**config.mk**
```make
export PLATFORM = sky130hd
export DESIGN_NAME = telnet_line_editor
export DESIGN_NICKNAME = d
export VERILOG_FILES = /design/src/tle_pkg.sv /design/src/telnet_line_editor.sv /design/src/tle_datapath.sv /design/src/tle_ctrl.sv
export VERILOG_INCLUDE_DIRS = /design/src /design/src/src
export SDC_FILE = /design/constraint.sdc
export NUM_CORES = 1
export LEC_CHECK = 0
export BUFFER_PORTS_ARGS = -buffer_cell sky130_fd_sc_hd__buf_4
export CAP_MARGIN = 20
export CORE_ASPECT_RATIO = 0.5
export CORE_UTILIZATION = 55
export CTS_BUF_LIST = sky130_fd_sc_hd__clkbuf_8 sky130_fd_sc_hd__clkbuf_16
export DETAILED_ROUTE_END_ITERATION = 7
export PLACE_DENSITY = 0.82
export SLEW_MARGIN = 25
export SYNTH_ARGS = -nofsm -noshare
export SYNTH_HDL_FRONTEND = slang
export SYNTH_SLANG_ARGS = --single-unit
```
**constraint.sdc**
```tcl
create_clock -name clk -period 3.24 [get_ports clk]
set_clock_uncertainty 0.2 [all_clocks]
set_input_delay 0.648 -clock clk [delete_from_list [all_inputs] [get_ports clk]]
set_output_delay 0.648 -clock clk [all_outputs]
set_load 0.01 [all_outputs]
```
**src/telnet_line_editor_assert.svh**
```systemverilog
// Assertion macros for the telnet line editor, used by the tle_ctrl sequencer.
`ifndef TELNET_LINE_EDITOR_ASSERT_SVH
`define TELNET_LINE_EDITOR_ASSERT_SVH

// Same-cycle implication, sampled on clk, off during reset.
`define TLE_ASSERT_NOW(label, ante, cons, msg) \
	label: assert property (@(posedge clk) disable iff (!arst_n) (ante) |-> (cons)) \
		else $error(msg);

// Next-cycle implication, sampled on clk, off during reset.
`define TLE_ASSERT_NEXT(label, ante, cons, msg) \
	label: assert property (@(posedge clk) disable iff (!arst_n) (ante) |=> (cons)) \
		else $error(msg);

`endif

```
**src/tle_pkg.sv**
```systemverilog
// Types, codes and constants of the telnet line editor.
`default_nettype none
package tle_pkg;

	localparam int LINE_BYTES_DEF = 32;

	localparam logic [7:0] CH_IAC = 8'hFF;
	localparam logic [7:0] CH_SE  = 8'hF0;
	localparam logic [7:0] CH_SB  = 8'hFA;
	localparam logic [7:0] CH_DONT = 8'hFE;
	localparam logic [7:0] CH_DEL = 8'h7F;
	localparam logic [7:0] CH_BS  = 8'h08;
	localparam logic [7:0] CH_CR  = 8'h0D;
	localparam logic [7:0] CH_LF  = 8'h0A;
	localparam logic [7:0] CH_SP  = 8'h20;
	localparam logic [7:0] CH_TILDE = 8'h7E;

	localparam logic [1:0] KIND_ECHO = 2'd0;
	localparam logic [1:0] KIND_LINE = 2'd1;
	localparam logic [1:0] KIND_END  = 2'd2;

	localparam logic [1:0] BS_STEP_LAST     = 2'd2;
	localparam logic [1:0] PROMPT_STEP_LAST = 2'd3;

	typedef enum logic [2:0] {
		ST_IDLE,
		ST_ECHO,
		ST_BS,
		ST_NL,
		ST_LINE,
		ST_END,
		ST_PROMPT
	} state_t;

	typedef enum logic [1:0] {
		ACT_NONE,
		ACT_ECHO,
		ACT_BS,
		ACT_CR
	} act_t;

	typedef enum logic [2:0] {
		SEL_HOLD,
		SEL_BS,
		SEL_LF,
		SEL_MEM,
		SEL_ZERO,
		SEL_PROMPT
	} sel_t;

	typedef struct packed {
		logic       load;
		logic       emit;
		logic [1:0] kind;
		sel_t       sel;
		logic       last;
		logic       clr_len;
		logic       idx_clr;
		logic       idx_inc;
		logic       step_clr;
		logic       step_inc;
	} tle_cmd_t;

	typedef struct packed {
		act_t       act;
		logic       slot_free;
		logic       len_zero;
		logic       idx_last;
		logic [1:0] step;
	} tle_sts_t;

	function automatic logic [7:0] prompt_byte(input logic [1:0] i);
		logic [7:0] b;
		case (i)
			2'd0:    b = 8'h2D;
			2'd1:    b = 8'h2D;
			2'd2:    b = 8'h3E;
			default: b = 8'h20;
		endcase
		return b;
	endfunction

endpackage
`default_nettype wire

```
**src/telnet_line_editor.sv**
```systemverilog
// Top level of the telnet receive filter with a one-line editor.
// Takes one received byte per item, strips telnet commands (IAC toggling, option bytes after
// FB..FE, subnegotiation up to IAC SE), echoes and stores printable bytes while the line has
// room, handles backspace/DEL, and on CR sends a line feed, the stored line, an end mark and the prompt.
// Each item is worked alone: a new byte is taken only once every result of the last one has
// been issued. While out_ready stays high, the CR readout pace is one stored byte per cycle
// through the single read port of the line memory feeding the one-entry output register.
// The line memory needs no clearing after reset.
`default_nettype none
module telnet_line_editor import tle_pkg::*; #(
	parameter int LINE_BYTES = LINE_BYTES_DEF
) (
	input  wire logic       clk,
	input  wire logic       arst_n,
	input  wire logic       in_valid,
	output logic            in_ready,
	input  wire logic [7:0] in_byte,
	output logic            out_valid,
	input  wire logic       out_ready,
	output logic [1:0]      out_kind,
	output logic [7:0]      out_byte,
	output logic            out_last
);

	tle_cmd_t cmd;
	tle_sts_t sts;

	tle_ctrl u_ctrl (
		.clk      (clk),
		.arst_n   (arst_n),
		.in_valid (in_valid),
		.sts      (sts),
		.in_ready (in_ready),
		.cmd      (cmd)
	);

	tle_datapath #(
		.LINE_BYTES (LINE_BYTES)
	) u_datapath (
		.clk       (clk),
		.arst_n    (arst_n),
		.in_byte   (in_byte),
		.out_ready (out_ready),
		.cmd       (cmd),
		.sts       (sts),
		.out_valid (out_valid),
		.out_kind  (out_kind),
		.out_byte  (out_byte),
		.out_last  (out_last)
	);

endmodule
`default_nettype wire

```
**src/tle_datapath.sv**
```systemverilog
// Telnet filter state, line store, readout counters and output register.
`default_nettype none
module tle_datapath import tle_pkg::*; #(
	parameter int LINE_BYTES = LINE_BYTES_DEF
) (
	input  wire logic       clk,
	input  wire logic       arst_n,
	input  wire logic [7:0] in_byte,
	input  wire logic       out_ready,
	input  wire tle_cmd_t   cmd,
	output tle_sts_t        sts,
	output logic            out_valid,
	output logic [1:0]      out_kind,
	output logic [7:0]      out_byte,
	output logic            out_last
);

	localparam int LEN_W = $clog2(LINE_BYTES);
	localparam logic [LEN_W-1:0] LEN_MAX = LEN_W'(LINE_BYTES - 1);

	logic             in_command_q;
	logic [7:0]       last_command_q;
	logic [LEN_W-1:0] len_q;
	logic [LEN_W-1:0] idx_q, idx_d;
	logic [1:0]       step_q, step_d;
	logic [7:0]       hold_q;
	logic [7:0]       rd_data_q;
	logic [7:0]       mem [LINE_BYTES];
	logic             out_valid_q;
	logic [1:0]       kind_q;
	logic [7:0]       byte_q;
	logic             last_q;

	logic cmd_path, opt_skip;
	act_t act;
	logic [7:0] sel_byte;

	always_comb begin
		cmd_path = (in_byte == CH_IAC) || in_command_q;
		opt_skip = (last_command_q inside {[CH_SB:CH_DONT]});
		act = ACT_NONE;
		if (cmd_path || opt_skip) begin
			act = ACT_NONE;
		end else if (in_byte == CH_CR) begin
			act = ACT_CR;
		end else if (in_byte == CH_BS || in_byte == CH_DEL) begin
			act = (len_q != '0) ? ACT_BS : ACT_NONE;
		end else if (in_byte inside {[CH_SP:CH_TILDE]}) begin
			act = (len_q < LEN_MAX) ? ACT_ECHO : ACT_NONE;
		end
	end

	always_comb begin
		idx_d = idx_q;
		if (cmd.idx_clr) begin
			idx_d = '0;
		end else if (cmd.idx_inc) begin
			idx_d = idx_q + LEN_W'(1);
		end
		step_d = step_q;
		if (cmd.step_clr) begin
			step_d = '0;
		end else if (cmd.step_inc) begin
			step_d = step_q + 2'd1;
		end
	end

	always_comb begin
		case (cmd.sel)
			SEL_HOLD:   sel_byte = hold_q;
			SEL_BS:     sel_byte = (step_q == 2'd1) ? CH_SP : CH_BS;
			SEL_LF:     sel_byte = CH_LF;
			SEL_MEM:    sel_byte = rd_data_q;
			SEL_PROMPT: sel_byte = prompt_byte(step_q);
			default:    sel_byte = 8'h00;
		endcase
	end

	always_ff @(posedge clk or negedge arst_n) begin
		if (!arst_n) begin
			in_command_q   <= 1'b0;
			last_command_q <= 8'h00;
			len_q          <= '0;
			idx_q          <= '0;
			step_q         <= '0;
			out_valid_q    <= 1'b0;
		end else begin
			idx_q  <= idx_d;
			step_q <= step_d;
			if (cmd.load) begin
				if (cmd_path) begin
					// inside a subnegotiation only SE ends the pending command
					if (in_byte == CH_SE || last_command_q != CH_SB) begin
						last_command_q <= in_byte;
					end
					in_command_q <= !in_command_q;
				end else if (opt_skip) begin
					if (last_command_q != CH_SB) begin
						last_command_q <= 8'h00;
					end
				end
				case (act)
					ACT_BS:   len_q <= len_q - LEN_W'(1);
					ACT_ECHO: len_q <= len_q + LEN_W'(1);
					default:  len_q <= len_q;
				endcase
			end else if (cmd.clr_len) begin
				len_q <= '0;
			end
			if (cmd.emit) begin
				out_valid_q <= 1'b1;
			end else if (out_ready) begin
				out_valid_q <= 1'b0;
			end
		end
	end

	always_ff @(posedge clk) begin
		if (cmd.load) begin
			hold_q <= in_byte;
		end
		if (cmd.load && act == ACT_ECHO) begin
			mem[len_q] <= in_byte;
		end
		rd_data_q <= mem[idx_d];
		if (cmd.emit) begin
			kind_q <= cmd.kind;
			byte_q <= sel_byte;
			last_q <= cmd.last;
		end
	end

	always_comb begin
		sts.act       = act;
		sts.slot_free = !out_valid_q || out_ready;
		sts.len_zero  = (len_q == '0);
		sts.idx_last  = (idx_q == (len_q - LEN_W'(1)));
		sts.step      = step_q;
	end

	assign out_valid = out_valid_q;
	assign out_kind  = kind_q;
	assign out_byte  = byte_q;
	assign out_last  = last_q;

endmodule
`default_nettype wire

```
**src/tle_ctrl.sv**
```systemverilog
// Sequencer that walks each accepted item through its run of results.
`default_nettype none
`include "telnet_line_editor_assert.svh"
module tle_ctrl import tle_pkg::*; (
	input  wire logic     clk,
	input  wire logic     arst_n,
	input  wire logic     in_valid,
	input  wire tle_sts_t sts,
	output logic          in_ready,
	output tle_cmd_t      cmd
);

	state_t state_q, state_d;

	always_comb begin
		state_d = state_q;
		case (state_q)
			ST_IDLE: begin
				if (in_valid) begin
					case (sts.act)
						ACT_ECHO: state_d = ST_ECHO;
						ACT_BS:   state_d = ST_BS;
						ACT_CR:   state_d = ST_NL;
						default:  state_d = ST_IDLE;
					endcase
				end
			end
			ST_ECHO: begin
				if (sts.slot_free) state_d = ST_IDLE;
			end
			ST_BS: begin
				if (sts.slot_free && sts.step == BS_STEP_LAST) state_d = ST_IDLE;
			end
			ST_NL: begin
				if (sts.slot_free) state_d = sts.len_zero ? ST_END : ST_LINE;
			end
			ST_LINE: begin
				if (sts.slot_free && sts.idx_last) state_d = ST_END;
			end
			ST_END: begin
				if (sts.slot_free) state_d = ST_PROMPT;
			end
			ST_PROMPT: begin
				if (sts.slot_free && sts.step == PROMPT_STEP_LAST) state_d = ST_IDLE;
			end
			default: state_d = ST_IDLE;
		endcase
	end

	always_comb begin
		in_ready     = 1'b0;
		cmd.load     = 1'b0;
		cmd.emit     = 1'b0;
		cmd.kind     = KIND_ECHO;
		cmd.sel      = SEL_ZERO;
		cmd.last     = 1'b0;
		cmd.clr_len  = 1'b0;
		cmd.idx_clr  = 1'b0;
		cmd.idx_inc  = 1'b0;
		cmd.step_clr = 1'b0;
		cmd.step_inc = 1'b0;
		case (state_q)
			ST_IDLE: begin
				in_ready     = 1'b1;
				cmd.load     = in_valid;
				cmd.idx_clr  = 1'b1;
				cmd.step_clr = 1'b1;
			end
			ST_ECHO: begin
				cmd.emit = sts.slot_free;
				cmd.sel  = SEL_HOLD;
				cmd.last = 1'b1;
			end
			ST_BS: begin
				cmd.emit     = sts.slot_free;
				cmd.sel      = SEL_BS;
				cmd.last     = (sts.step == BS_STEP_LAST);
				cmd.step_inc = sts.slot_free;
			end
			ST_NL: begin
				cmd.emit = sts.slot_free;
				cmd.sel  = SEL_LF;
			end
			ST_LINE: begin
				cmd.emit    = sts.slot_free;
				cmd.kind    = KIND_LINE;
				cmd.sel     = SEL_MEM;
				cmd.idx_inc = sts.slot_free;
			end
			ST_END: begin
				cmd.emit    = sts.slot_free;
				cmd.kind    = KIND_END;
				cmd.sel     = SEL_ZERO;
				cmd.clr_len = sts.slot_free;
			end
			ST_PROMPT: begin
				cmd.emit     = sts.slot_free;
				cmd.sel      = SEL_PROMPT;
				cmd.last     = (sts.step == PROMPT_STEP_LAST);
				cmd.step_inc = sts.slot_free;
			end
			default: begin
				in_ready = 1'b0;
			end
		endcase
	end

	always_ff @(posedge clk or negedge arst_n) begin
		if (!arst_n) begin
			state_q <= ST_IDLE;
		end else begin
			state_q <= state_d;
		end
	end

	`TLE_ASSERT_NOW(a_line_nonempty, state_q == ST_LINE, !sts.len_zero,
		"line readout entered with an empty line")
	`TLE_ASSERT_NEXT(a_bs_start, cmd.load && sts.act == ACT_BS,
		state_q == ST_BS && sts.step == 2'd0, "backspace echo did not start at step zero")
	`TLE_ASSERT_NOW(a_emit_room, cmd.emit, sts.slot_free,
		"result issued while output register is occupied")

endmodule
`default_nettype wire

```
Word level (Yosys, flattened, before mapping). Memory sizes are Yosys's and may differ from the RTL's. A register that Yosys moved wholly into a read port is not among the register bits. Index checks and enable logic that the tools add are counted.

Reduce and logical (&&, ||, !) cells: 30. Equal/unequal tests: 32. $add $sub $neg: 4. Magnitude comparators: 5. Mux-type cells: 43.

Operator list (count): $pmux W8 S5 (1); $mux W8 (4); $mux W3 (7); $pmux W3 S7 (1); $mux W5 (4); $pmux W5 S2 (2); $eq A8 B4 Y1 const B (2); $eq A8 B8 Y1 const B (2); $pmux W3 S5 (1); $mux W2 (7); $eq A3 B2 Y1 const B (4); $eq A3 B3 Y1 const B (4); $mux W1 (12); $ne A2 B1 Y1 const B (6); $add A5 B1 Y5 const B (2); $reduce_bool A2 Y1 (5); $eq A2 B2 Y1 const B (4); $eq A8 B7 Y1 const B (1); $ge A8 B6 Y1 const B (1); $ge A8 B8 Y1 const B (1); $le A8 B7 Y1 const B (1); $le A8 B8 Y1 const B (1); $ne A8 B8 Y1 const B (1); $reduce_and A7 Y1 (1); 23 further kinds (39).

Register bits after elaboration: 44. Memories kept: 1. Output and inout bits: 13. Memory bits (writable): 256. Logic and storage cells: 126.

Memory list: u_datapath.mem (words 32, bits a word 8, read ports 1, clocked after Yosys merged registers in 1, wr ports 1, line tle_datapath.sv:28) `logic [7:0] mem [LINE_BYTES];`.

Logic depth before layout (Yosys ltp). Gate-level depths: netlist of the first run.

Word-level depth: 10. Depth in mapped cells: 13. Mapped depth without buffers: 12.

By module. From an unflattened synthesis of the first run, not the netlist that was laid out.

Cell total of the unflattened synthesis: 925. Area total of the unflattened synthesis: 12982.5 µm².

By module, submodules not included: tle_datapath (cells each 876, area an instance 12584.6 µm², times used 1); tle_ctrl (cells each 49, area an instance 397.9 µm², times used 1).

Least setup slack after synthesis of the first run. Ideal clock, no wire load.

Kind: in2reg. Start point: in in_byte[5]. End point: mem u_datapath.mem[11][0], enable pin. Buffers on the path: 1. Stages on the path: 10. Library setup time: 370 ps. Arrival time: 2579 ps. Setup slack: 91 ps. Required time: 2670 ps. Path through: nand3_1 > nor2_1 > a21oi_1 > o21ai_0 > nand2b_1 > inv_1 > ha_1 > clkbuf_1 > nand3_1 > nor2_1.

Word-level cells in the longest chain between the ends: 10. Elaborated cells between the ends (all ways): 18.

Ends and longest elaborated chain: from (decl) (line telnet_line_editor.sv:17) `input wire logic [7:0] in_byte,`; $ge A8 B6 Y1 or $le A8 B7 Y1 (tied branches) (line tle_datapath.sv:48) `end else if (in_byte inside {[CH_SP:CH_TILDE]}) begin`; $logic_and A1 B1 Y1 (line tle_datapath.sv:48); $mux W2 (line tle_datapath.sv:48); $mux W2 (line tle_datapath.sv:46) `end else if (in_byte == CH_BS || in_byte == CH_DEL) begin`; $mux W2 (line tle_datapath.sv:44) `end else if (in_byte == CH_CR) begin`; $mux W2 (*) (line tle_datapath.sv:42) `if (cmd_path || opt_skip) begin`; $eq A2 B1 Y1 (*) (line tle_datapath.sv:122) `if (cmd.load && act == ACT_ECHO) begin`; $logic_and A1 B1 Y1 (*) (line tle_datapath.sv:122); $mux W1 (*) (line tle_datapath.sv:122); $mux W1 (not written as such) (*) (line tle_datapath.sv:123) `mem[len_q] <= in_byte;`; to (decl) (line tle_datapath.sv:28).

Every way passes the cells marked *; elsewhere a longest branch is shown, timed or not.

Worst setup path in the final report of the first run.
Start point: reg u_datapath.idx_q[1]. End point: reg u_datapath.rd_data_q[7] (read register of u_datapath.mem).

Word-level cells in the longest chain between the ends: 3.

Ends and longest elaborated chain: from (decl) (line tle_datapath.sv:24) `logic [LEN_W-1:0] idx_q, idx_d;`; from (signal assigned) (line tle_datapath.sv:88) `idx_q <= idx_d;`; $add A5 B1 Y5 (line tle_datapath.sv:58) `idx_d = idx_q + LEN_W'(1);`; $mux W5 (*) (line tle_datapath.sv:57) `end else if (cmd.idx_inc) begin`; $mux W5 (*) (line tle_datapath.sv:55) `if (cmd.idx_clr) begin`; to (decl) (line tle_datapath.sv:27) `logic [7:0] rd_data_q;`.

Marks and branches as above. A chain may end at the register's enable or synchronous reset.

==> qor.csv, run 1 <==
metric,value,unit
Hold WC Path Type,in2reg,
Syn Std Cell Area,13200,µm²
largest net degree at the start of global routing,46,
Commonest cells post-synth,"275 x edfxtp_1, 106 x nand2_1, 72 x mux2i_1, 66 x nor2_1, 49 x o21ai_0",
clk_lat worst skew,0.53,ns
top_reg_cell synth,edfxtp_1,
r2r setup slk,0.12,ns
post-route insts no fill,1406,
DR vias/cell,6.24,
clock tree from TritonCTS,yes,
Power Density,617,nW/µm²
DIE HEIGHT,112,µm
Area growth syn-to-layout,15.2,%
# rows,39,
CTS Buffer Depth,3,
H-tree Lvls,1,
status,"complete, no violations",
Setup-failing EPs final,0,
"slowest stage delay, CP",0.51,ns
Synth async-reset ratio,8.12,%
CP required,3.46,ns
port buffer count,24,
slew at the pin closest to its max-slew limit,0.713,ns
number of gates resized after cts,0,
DP Cell Count,1355,
sequential area share after synthesis,68.5,%
initial antenna violation count,1,
Final GP Congestion,1.05,
CP max stage cell,a211oi_1,
Max IR drop VDD,0.353,mV
crit-path most repeated cell,buf_4,
effective utilization at floorplan,56.9,%
GRT Util Overall,26.2,%
max_cap viols,0,
Post-Syn Nets,993,
Total Routed Length,31900,µm
Final period util,96.4,%
DR pass1 iterations,5,
Seq cells post-synth,308,
top cell type's share of synthesized area,62.6,%
Mapped Cells,966,
crit-path cells,"ha_1, nand2_1, nor3_4, nor2_8, inv_4, buf_4, mux2i_1, a211oi_1, buf_4, a21oi_1, o221ai_1",
Die W,221,µm
Storage cell area,9040,µm²
CP endpoint kind,flip-flop,
fmax,320,MHz
Final ANT Viol Nets,0,
Synthesis Warnings,0,
first-pass GRT wire length,49400,µm
nets,1105,
syn_area_per_cell,13.7,µm²
"Slew Viols, Final",0,
FF-to-FF path depth,11,
Worst setup SP type,flip-flop,
clock sinks,308,
drt drc,0,
RSZ-0062 raised after global routing,no,
drt wl/cell,22.7,µm
Slew HR,52.3,%
Layout fillers,1517,
GRT Residual Overflow,0,
Worst Hold Launch,in_byte[6],
DR vias,8769,
CP bufs+invs,3,
area of the multi-input gates,3690,µm²
cell leakage power,5.62,nW
Post-synth EDFFs,275,
Final Hold Fails,0,
vias in the first global route,8766,
CTS Buf Count,27,
Yosys top cell by area,edfxtp_1,
"Max FO, Critical Path",12,
Clock transition at path regs,0.07,ns
"top cells by area, synth","edfxtp_1 63%, mux2i_1 5.5%, dfrtp_1 4.7%",
# IOs,25,
share of cells above drive strength 1,17.3,%
clock root buffer,clkbuf_16,
fin util,65.6,%
hold endpoint,u_datapath.hold_q[6],
critical path's top delay family,compound AO/OA/AOI/OAI gates,
dpl hpwl,21200,µm
worst hold stages,1,
core area,23200,µm²
"Distinct cells, synth",64,
worst setup path class,reg2reg,
Initial DRC Count,1270,
Reg-to-Reg Start,u_datapath.idx_q[1],
CP arrival,3.34,ns
FF-to-FF End,u_datapath.rd_data_q[7],
fin crit period,3.12,ns
die area,24700,µm²
most numerous cell in the Yosys netlist,edfxtp_1,
==> cells in the final DEF, fill, tap and decap left out, drive strengths merged, types with 5 or more instances in the layout <==
cell type  Yosys  layout
o21ai         56      56
nand4          7       7
nor3           5       5
xnor2          5       5
clkinv         1      10
inv           43      51
buf           34     134
a31oi         13      13
dfxtp          8       8
a211oi        14      14
a21oi         16      16
edfxtp       275     275
mux2i         72      72
and2           5       5
a311oi         7       7
o211a         21      21
nand3         45      45
nand2        106     106
clkbuf        18      28
a22o           9       9
o2111a         7       7
o221ai         9       9
a22oi         11      11
a221oi         7       7
and3           7       7
ha            15      15
mux2           6       6
a21o           5       5
nor2          67      67
dfrtp         25      25
nor2b          6       6
==> metrics by stage <==
step                setup WS (ns)  total power [mW]  hold slack (ns)  TNS, ns  area [µm²]
finish                      0.118              9.38            0.168        0       15200
global route               0.0535              9.65            0.154        0       15200
CTS                         0.194              9.35            0.153        0       15200
detailed placement         -0.118              6.31            0.288   -19.19       14400
global placement           0.0519              6.26            0.281        0       14400
floorplan                  0.0906              5.62            0.152        0       13200
==> layer usage <==
metal / global-route usage [%] / up-vias / part of all wire (%)
met4: 8.44 / 0 / 3.1
met2: 41.8 / 553 / 46
li1: - / 3890 / -
met5: 0 / - / 0
met3: 6.68 / 81 / 11
met1: 35.5 / 4245 / 39
==> power by group <==
group	internal, mW	switching [mW]	leakage, nW	total (mW)
clock	1.70	1.38	0.434	3.08
combinational	0.607	1.01	2.29	1.62
sequential	4.55	0.128	2.89	4.68
total	6.86	2.52	5.62	9.38
==> how the worst max path moves through the flow <==
stage / from / to / cells after the start
after global placement: out_ready / u_datapath.rd_data_q[1] / 11
after CTS: u_datapath.idx_q[1] / u_datapath.rd_data_q[1] / 12
after floorplan: in_byte[5] / u_datapath.mem[11][0] / 10
after detailed placement: in_byte[5] / u_datapath.mem[1][1] / 12
final: u_datapath.idx_q[1] / u_datapath.rd_data_q[7] / 11
after global routing: u_datapath.idx_q[1] / u_datapath.rd_data_q[1] / 12
==> state kept, by name, summed over array words and instances (netlist names) <==
register and count:
u_datapath.rd_data_q 8, u_datapath.out_last 1, u_datapath.hold_q 8, u_datapath.in_command_q 1
u_datapath.len_q 5, u_datapath.last_command_q 8, u_datapath.out_valid 1, u_datapath.step_q 2
u_datapath.mem 256, u_ctrl.state_q 3, u_datapath.idx_q 5, u_datapath.out_kind 2
u_datapath.out_byte 8
==> worst register-to-register path: stages (launching register included) <==
cell and delay [ns]:
dfrtp_1 0.46, ha_1 0.32, nand2_1 0.08, nor3_4 0.31, nor2_8 0.06, inv_4 0.17, buf_4 0.25, mux2i_1 0.12
a211oi_1 0.51, buf_4 0.20, a21oi_1 0.05, o221ai_1 0.29
==> area by class of cell <==
cell class,count,share of cell area [%]
Antenna cell,2,0.0329
Inverter,44,1.10
Timing Repair Buffer,135,7.09
Clock buffer,28,4.53
Multi-Input combinational cell,562,24.2
Sequential cell,308,59.5
Clock inverter,20,0.979
Tap cell,307,2.53
==> cells by family (layout without fill, tap and decap cells) <==
family,count (synthesis),after routing,share of synthesized area [%]
XOR/XNOR,8,8,0.531
other,0,2,0
multiplexers,78,78,5.97
flip-flops,308,308,68.5
buffers and inverters,96,227,3.54
AO/OA/AOI/OAI,190,190,10.4
AND/OR/NAND/NOR,271,271,9.62
adder cells (fa/ha/maj),15,15,1.42
==> repair_timing <==
action                    in CTS  in global routing
hold endpoints to repair      25                  0
hold buffers                   1                  0
buffers inserted               0                  0
Note: power is estimated with default switching activity, not from simulation.
==> run 2: changes to the inputs <==
--- a/config.mk
+++ b/config.mk
@@ -6,7 +6,7 @@
 export SDC_FILE = /design/constraint.sdc
 export NUM_CORES = 1
 export LEC_CHECK = 0
-export BUFFER_PORTS_ARGS = -buffer_cell sky130_fd_sc_hd__buf_4
+export BUFFER_PORTS_ARGS = -buffer_cell sky130_fd_sc_hd__buf_2
 export CAP_MARGIN = 20
 export CORE_ASPECT_RATIO = 0.5
 export CORE_UTILIZATION = 55
==> run 2 against run 1 <==
Die area stayed put. Maximum frequency is 1.4% lower. Critical path depth is 2 higher. Flip-flop and latch count stayed put. Largest power group unchanged.
==> qor.csv, run 2 (synthesized netlist as in run 1, its figures left out) <==
metric,value,unit,change
worst setup path class,reg2reg,,unchanged
initial antenna violation count,4,,was 1
FF-to-FF End,u_datapath.rd_data_q[3],,was u_datapath.rd_data_q[7]
Setup-failing EPs final,0,,unchanged
core area,23200,µm²,unchanged
fin crit period,3.17,ns,was 3.12 ns
clock share of power,32.3,%,was 32.8%
max FFs per register,256,,unchanged
slew at the pin closest to its max-slew limit,0.606,ns,was 0.713 ns
fmax,316,MHz,was 320 MHz
CP required,3.47,ns,was 3.46 ns
area of the multi-input gates,3730,µm²,was 3690 µm²
port buffer count,24,,unchanged
"Slew Viols, Final",0,,unchanged
status,"complete, no violations",,unchanged
"Max FO, Critical Path",26,,was 12
Final ANT Viol Nets,0,,unchanged
DR pass1 iterations,5,,unchanged
Final Hold Fails,0,,unchanged
CP endpoint kind,flip-flop,,unchanged
first-pass GRT wire length,49400,µm,about the same
share of cells above drive strength 1,18.9,%,was 17.3%
max_cap viols,0,,unchanged
Final GP Congestion,0.945,,was 1.05
Initial DRC Count,1165,,was 1270
dpl hpwl,21700,µm,was 21200 µm
clk_lat worst skew,0.54,ns,was 0.53 ns
placed inst area,14300,µm²,was 14400 µm²
Final WS setup,0.0725,ns,was 0.118 ns
Max IR drop VDD,0.434,mV,was 0.353 mV
die area,24700,µm²,unchanged
Worst Hold Launch,in_byte[5],,was in_byte[6]
Storage cell area,9040,µm²,unchanged
Clock transition at path regs,0.07,ns,about the same
drt drc,0,,unchanged
Int Pwr,6.74,mW,was 6.86 mW
most frequent cells in the layout,"275 x edfxtp_1, 118 x buf_4, 106 x nand2_1, 72 x mux2i_1, 66 x nor2_1",,"was 275 x edfxtp_1, 129 x buf_4, 106 x nand2_1, 72 x mux2i_1, 66 x nor2_1"
hold endpoint,u_datapath.hold_q[5],,was u_datapath.hold_q[6]
FF-to-FF path depth,13,,was 11
Place WS,-0.110,ns,was -0.118 ns
Die W,221,µm,unchanged
Reg-to-Reg Start,u_datapath.idx_q[1],,unchanged
DIE HEIGHT,112,µm,unchanged
clock root buffer,clkbuf_16,,unchanged
Power Density,610,nW/µm²,was 617 nW/µm²
cell leakage power,5.65,nW,was 5.62 nW
GRT Residual Overflow,0,,unchanged
r2r setup slk,0.07,ns,was 0.12 ns
largest net degree at the start of global routing,46,,unchanged
nets,1116,,was 1105
"Design Area, Final",15200,µm²,about the same
GRT Util Overall,26.3,%,was 26.2%
drt wl/cell,22.9,µm,was 22.7 µm
Layout fillers,1510,,was 1517
clock tree from TritonCTS,yes,,unchanged
Final period util,97.8,%,was 96.4%
"most common cell after layout, fill and taps aside",edfxtp_1,,unchanged
Slew HR,59.6,%,was 52.3%
Total Routed Length,32500,µm,was 31900 µm
Worst setup SP type,flip-flop,,unchanged
Sw Ratio,27.4,%,was 26.9%
# rows,39,,unchanged
Largest Register,u_datapath.mem,,unchanged
worst hold slack,0.205,ns,was 0.168 ns
Area growth syn-to-layout,15.3,%,was 15.2%
H-tree Lvls,1,,unchanged
effective utilization at floorplan,56.9,%,unchanged
vias in the first global route,8663,,was 8766
Reg power frac,50.3,%,was 49.9%
Hold WC Path Type,in2reg,,unchanged
CP arrival,3.40,ns,was 3.34 ns
combinational share of power,17.4,%,was 17.3%
DR vias/cell,6.24,,about the same
# IOs,25,,unchanged
worst hold stages,1,,unchanged
DR vias,8849,,was 8769
CTS Buffer Depth,3,,unchanged
CTS Buf Count,27,,unchanged
clock sinks,308,,unchanged
Switch Pwr,2.54,mW,was 2.52 mW
==> run 2: worst max-delay path by stage <==
stage,depth (start not counted),endpoint,slack (ns),start
after global routing,13,u_datapath.rd_data_q[3],-0.06,u_datapath.idx_q[0]
final,13,u_datapath.rd_data_q[3],0.07,u_datapath.idx_q[1]
after global placement,13,u_datapath.rd_data_q[3],-0.11,out_ready
after detailed placement,13,u_datapath.rd_data_q[3],-0.11,out_ready
after floorplan,10,u_datapath.mem[11][0],0.09,in_byte[5]
after CTS,13,u_datapath.rd_data_q[3],0.09,u_datapath.idx_q[1]
==> run 2: metal layers <==
| layer | GRT usage [%] | part of all wire, % |
|---|---|---|
| met3 | 5.52 | 10 |
| met1 | 36.4 | 41 |
| met4 | 7.65 | 3.0 |
| met5 | 0 | 0.037 |
| met2 | 42.5 | 46 |
==> run 2: power groups by stage <==
stage / Combinational (mW) / Sequential (mW) / Clock, mW
final: 1.61 / 4.67 / 3.00
after global routing: 1.71 / 4.69 / 3.15
after CTS: 1.55 / 4.67 / 3.00
after detailed placement: 1.54 / 4.75 / 0
after global placement: 1.48 / 4.74 / 0
after floorplan: 0.883 / 4.74 / 0
==> run 2: area by class of cell <==
| cell class | count | share of cell area (%) |
|---|---|---|
| diodes | 1 | 0.0164 |
| clock buffers | 31 | 4.80 |
| clock inverters | 18 | 0.584 |
| inverters | 44 | 1.10 |
| multi-input cells | 562 | 24.5 |
| flip-flops and latches | 308 | 59.4 |
| well taps | 307 | 2.52 |
| repair buffers | 146 | 7.07 |
==> run 2: timing repair <==
| action | CTS | global route |
|---|---|---|
| gates resized for setup | 0 | 7 |
| hold buffers | 1 | 0 |
| setup buffers | 0 | 2 |
| hold endpoints to repair | 25 | 0 |
| endpoints found under the setup margin | 0 | 4 |
==> run 2: metrics by stage <==
step / setup TNS (ns) / instances / power, mW / util (%)
after floorplan: 0 / 966 / 5.62 / -
after global placement: -0.130 / 1364 / 6.22 / 61.8
after detailed placement: -0.328 / 1364 / 6.28 / 61.8
after CTS: 0 / 1414 / 9.21 / 65.4
after global routing: -0.0761 / 1416 / 9.55 / 65.7
final: 0 / 1417 / 9.29 / 65.7
==> run 2: worst max-delay path: stages (launching register included) <==
cell      delay [ns]
dfrtp_1         0.46
ha_1            0.32
nand2_1         0.10
nor3_4          0.32
nor2_8          0.05
inv_4           0.13
buf_12          0.21
buf_4           0.17
mux2i_1         0.26
a221oi_2        0.12
buf_4           0.15
a21oi_1         0.15
o221ai_1        0.19
buf_4           0.19
==> run 3: changes to the inputs <==
--- a/config.mk
+++ b/config.mk
@@ -8,7 +8,7 @@
 export LEC_CHECK = 0
 export BUFFER_PORTS_ARGS = -buffer_cell sky130_fd_sc_hd__buf_2
 export CAP_MARGIN = 20
-export CORE_ASPECT_RATIO = 0.5
+export CORE_ASPECT_RATIO = 0.9
 export CORE_UTILIZATION = 55
 export CTS_BUF_LIST = sky130_fd_sc_hd__clkbuf_8 sky130_fd_sc_hd__clkbuf_16
 export DETAILED_ROUTE_END_ITERATION = 7
==> run 3 against run 2 <==
The flow now finishes with violations (DRC). Worst hold slack got worse by 0.035 ns. Maximum frequency increased by 6.1%. Routed wire length down 1.8%. Combinational power decreased by 4%. Worst setup slack better by 0.18 ns. Critical endpoint is now u_datapath.rd_data_q[2].
==> qor.csv, run 3 (synthesized netlist as in run 1, its figures left out) <==
metric,value,unit,change
Final GP Congestion,0.978,,was 0.945
Sw Ratio,26.4,%,was 27.4%
hold endpoint,u_datapath.last_command_q[6],,was u_datapath.hold_q[5]
initial antenna violation count,1,,was 4
nets,1097,,was 1116
global routing met1 resource utilization,35.7,%,was 36.4%
share of cells above drive strength 1,17.3,%,was 18.9%
Reg power frac,48.3,%,was 50.3%
Area growth syn-to-layout,15.0,%,was 15.3%
"Hold-fix buffers, CTS",1,,unchanged
die area,24600,µm²,was 24700 µm²
Hold WC Path Type,in2reg,,unchanged
Final period util,92.2,%,was 97.8%
Initial DRC Count,1199,,was 1165
GRT Util Overall,26.8,%,was 26.3%
max FFs per register,256,,unchanged
Slew HR,59.5,%,was 59.6%
GR Util met3,6.09,%,was 5.52%
# IOs,25,,unchanged
"most common cell after layout, fill and taps aside",edfxtp_1,,unchanged
clock root buffer,clkbuf_16,,unchanged
"Max FO, Critical Path",16,,was 26
DIE HEIGHT,149,µm,was 112 µm
Worst Hold Launch,in_byte[6],,was in_byte[5]
Worst setup SP type,flip-flop,,unchanged
setup bufs post-CTS,0,,unchanged
Setup-failing EPs final,0,,unchanged
core area,23500,µm²,was 23200 µm²
GRT Residual Overflow,0,,unchanged
clock tree from TritonCTS,yes,,unchanged
Final WS setup,0.254,ns,was 0.0725 ns
fin util,64.6,%,was 65.7%
port buffer count,24,,unchanged
Final ANT Viol Nets,0,,unchanged
largest net degree at the start of global routing,46,,unchanged
drt wl/cell,22.8,µm,was 22.9 µm
Int Pwr,7.09,mW,was 6.74 mW
dpl hpwl,20400,µm,was 21700 µm
Layout fillers,1622,,was 1510
"Slew Viols, Final",0,,unchanged
Max IR drop VDD,0.440,mV,was 0.434 mV
Final Hold Fails,0,,unchanged
Largest Register,u_datapath.mem,,unchanged
slew at the pin closest to its max-slew limit,0.604,ns,was 0.606 ns
CP required,3.50,ns,was 3.47 ns
CTS Buffer Depth,3,,unchanged
number of gates resized after cts,0,,unchanged
most frequent cells in the layout,"275 x edfxtp_1, 106 x nand2_1, 95 x buf_4, 72 x mux2i_1, 66 x nor2_1",,"was 275 x edfxtp_1, 118 x buf_4, 106 x nand2_1, 72 x mux2i_1, 66 x nor2_1"
Total Routed Length,31900,µm,was 32500 µm
H-tree Lvls,1,,unchanged
DR vias,8739,,was 8849
Die W,165,µm,was 221 µm
vias in the first global route,8627,,was 8663
Global Route met2 Usage,42.3,%,was 42.5%
Clock transition at path regs,0.06,ns,was 0.07 ns
r2r setup slk,0.25,ns,was 0.07 ns
status,"complete, but fails checks",,"was complete, no violations"
RSZ-0062 raised after global routing,no,,
clock share of power,35.5,%,was 32.3%
first-pass GRT wire length,49000,µm,was 49400 µm
cell leakage power,5.60,nW,was 5.65 nW
CTS Buf Count,30,,was 27
Switch Pwr,2.55,mW,was 2.54 mW
worst hold stages,2,,was 1
TNS Setup,0,ns,unchanged
CP arrival,3.25,ns,was 3.40 ns
effective utilization at floorplan,56.2,%,was 56.9%
# rows,53,,was 39
fmax,335,MHz,was 316 MHz
Place WS,0.0512,ns,was -0.110 ns
Power Density,635,nW/µm²,was 610 nW/µm²
clk_lat worst skew,0.55,ns,was 0.54 ns
clock sinks,308,,unchanged
FF-to-FF path depth,10,,was 13
combinational share of power,16.1,%,was 17.4%
max_cap viols,0,,unchanged
CP endpoint kind,flip-flop,,unchanged
drt drc,4,,was 0
DR pass1 iterations,8,,was 5
DR vias/cell,6.26,,was 6.24
worst setup path class,reg2reg,,unchanged
failing checks,DRC,,
fin crit period,2.99,ns,was 3.17 ns
FF-to-FF End,u_datapath.rd_data_q[2],,was u_datapath.rd_data_q[3]
grt peak-use layer,met2,,unchanged
Reg-to-Reg Start,u_datapath.idx_q[1],,unchanged
-- run 3: routing by layer --
metal	share of wire (%)	wire length [µm]
met2	47	15000
met3	9.9	3170
met5	0	0
met4	4.1	1320
met1	39	12400
-- run 3: layout make-up --
class / instances / area (µm²) / share of cell area, %
diodes: 1 / 2.50 / 0.0165
repair buffers: 124 / 923 / 6.08
flip-flops and latches: 308 / 9040 / 59.6
inverters: 44 / 168 / 1.10
well taps: 302 / 378 / 2.49
clock buffers: 31 / 776 / 5.11
clock inverters: 25 / 199 / 1.31
multi-input cells: 562 / 3690 / 24.3
-- run 3: per-stage QoR --
stage	instances	total power, mW	hold WS, ns	area [µm²]
3_3_place_gp	1339	6.21	0.281	14200
3_5_place_dp	1339	6.25	0.283	14200
2_1_floorplan	966	5.62	0.152	13200
5_1_grt	1397	9.92	0.169	15200
4_1_cts	1396	9.61	0.160	15200
6_report	1397	9.64	0.170	15200
-- run 3: how the worst max path moves through the flow --
stage	startpoint	slack, ns	to
after global routing	u_datapath.idx_q[0]	0.11	u_datapath.rd_data_q[2]
after floorplan	in_byte[5]	0.09	u_datapath.mem[11][0]
final	u_datapath.idx_q[1]	0.25	u_datapath.rd_data_q[2]
after CTS	u_datapath.idx_q[0]	0.34	u_datapath.rd_data_q[7]
after detailed placement	in_byte[1]	0.05	u_datapath.len_q[3]
after global placement	in_byte[1]	0.18	u_datapath.len_q[3]
-- run 3: critical path: stages, from the launching register on --
cell and delay [ns]:
dfrtp_1 0.46, ha_1 0.32, nand2_1 0.08, nor3_4 0.26, nor2_8 0.05, inv_4 0.23, buf_4 0.25, mux2i_1 0.10
a211oi_1 0.55, a21oi_1 0.16, o221ai_1 0.22
-- run 3: power groups by stage --
stage,registers (mW),clock network [mW],logic (mW)
3_5_place_dp,4.74,0,1.51
3_3_place_gp,4.73,0,1.48
2_1_floorplan,4.74,0,0.883
5_1_grt,4.67,3.58,1.67
4_1_cts,4.66,3.43,1.53
6_report,4.66,3.42,1.55
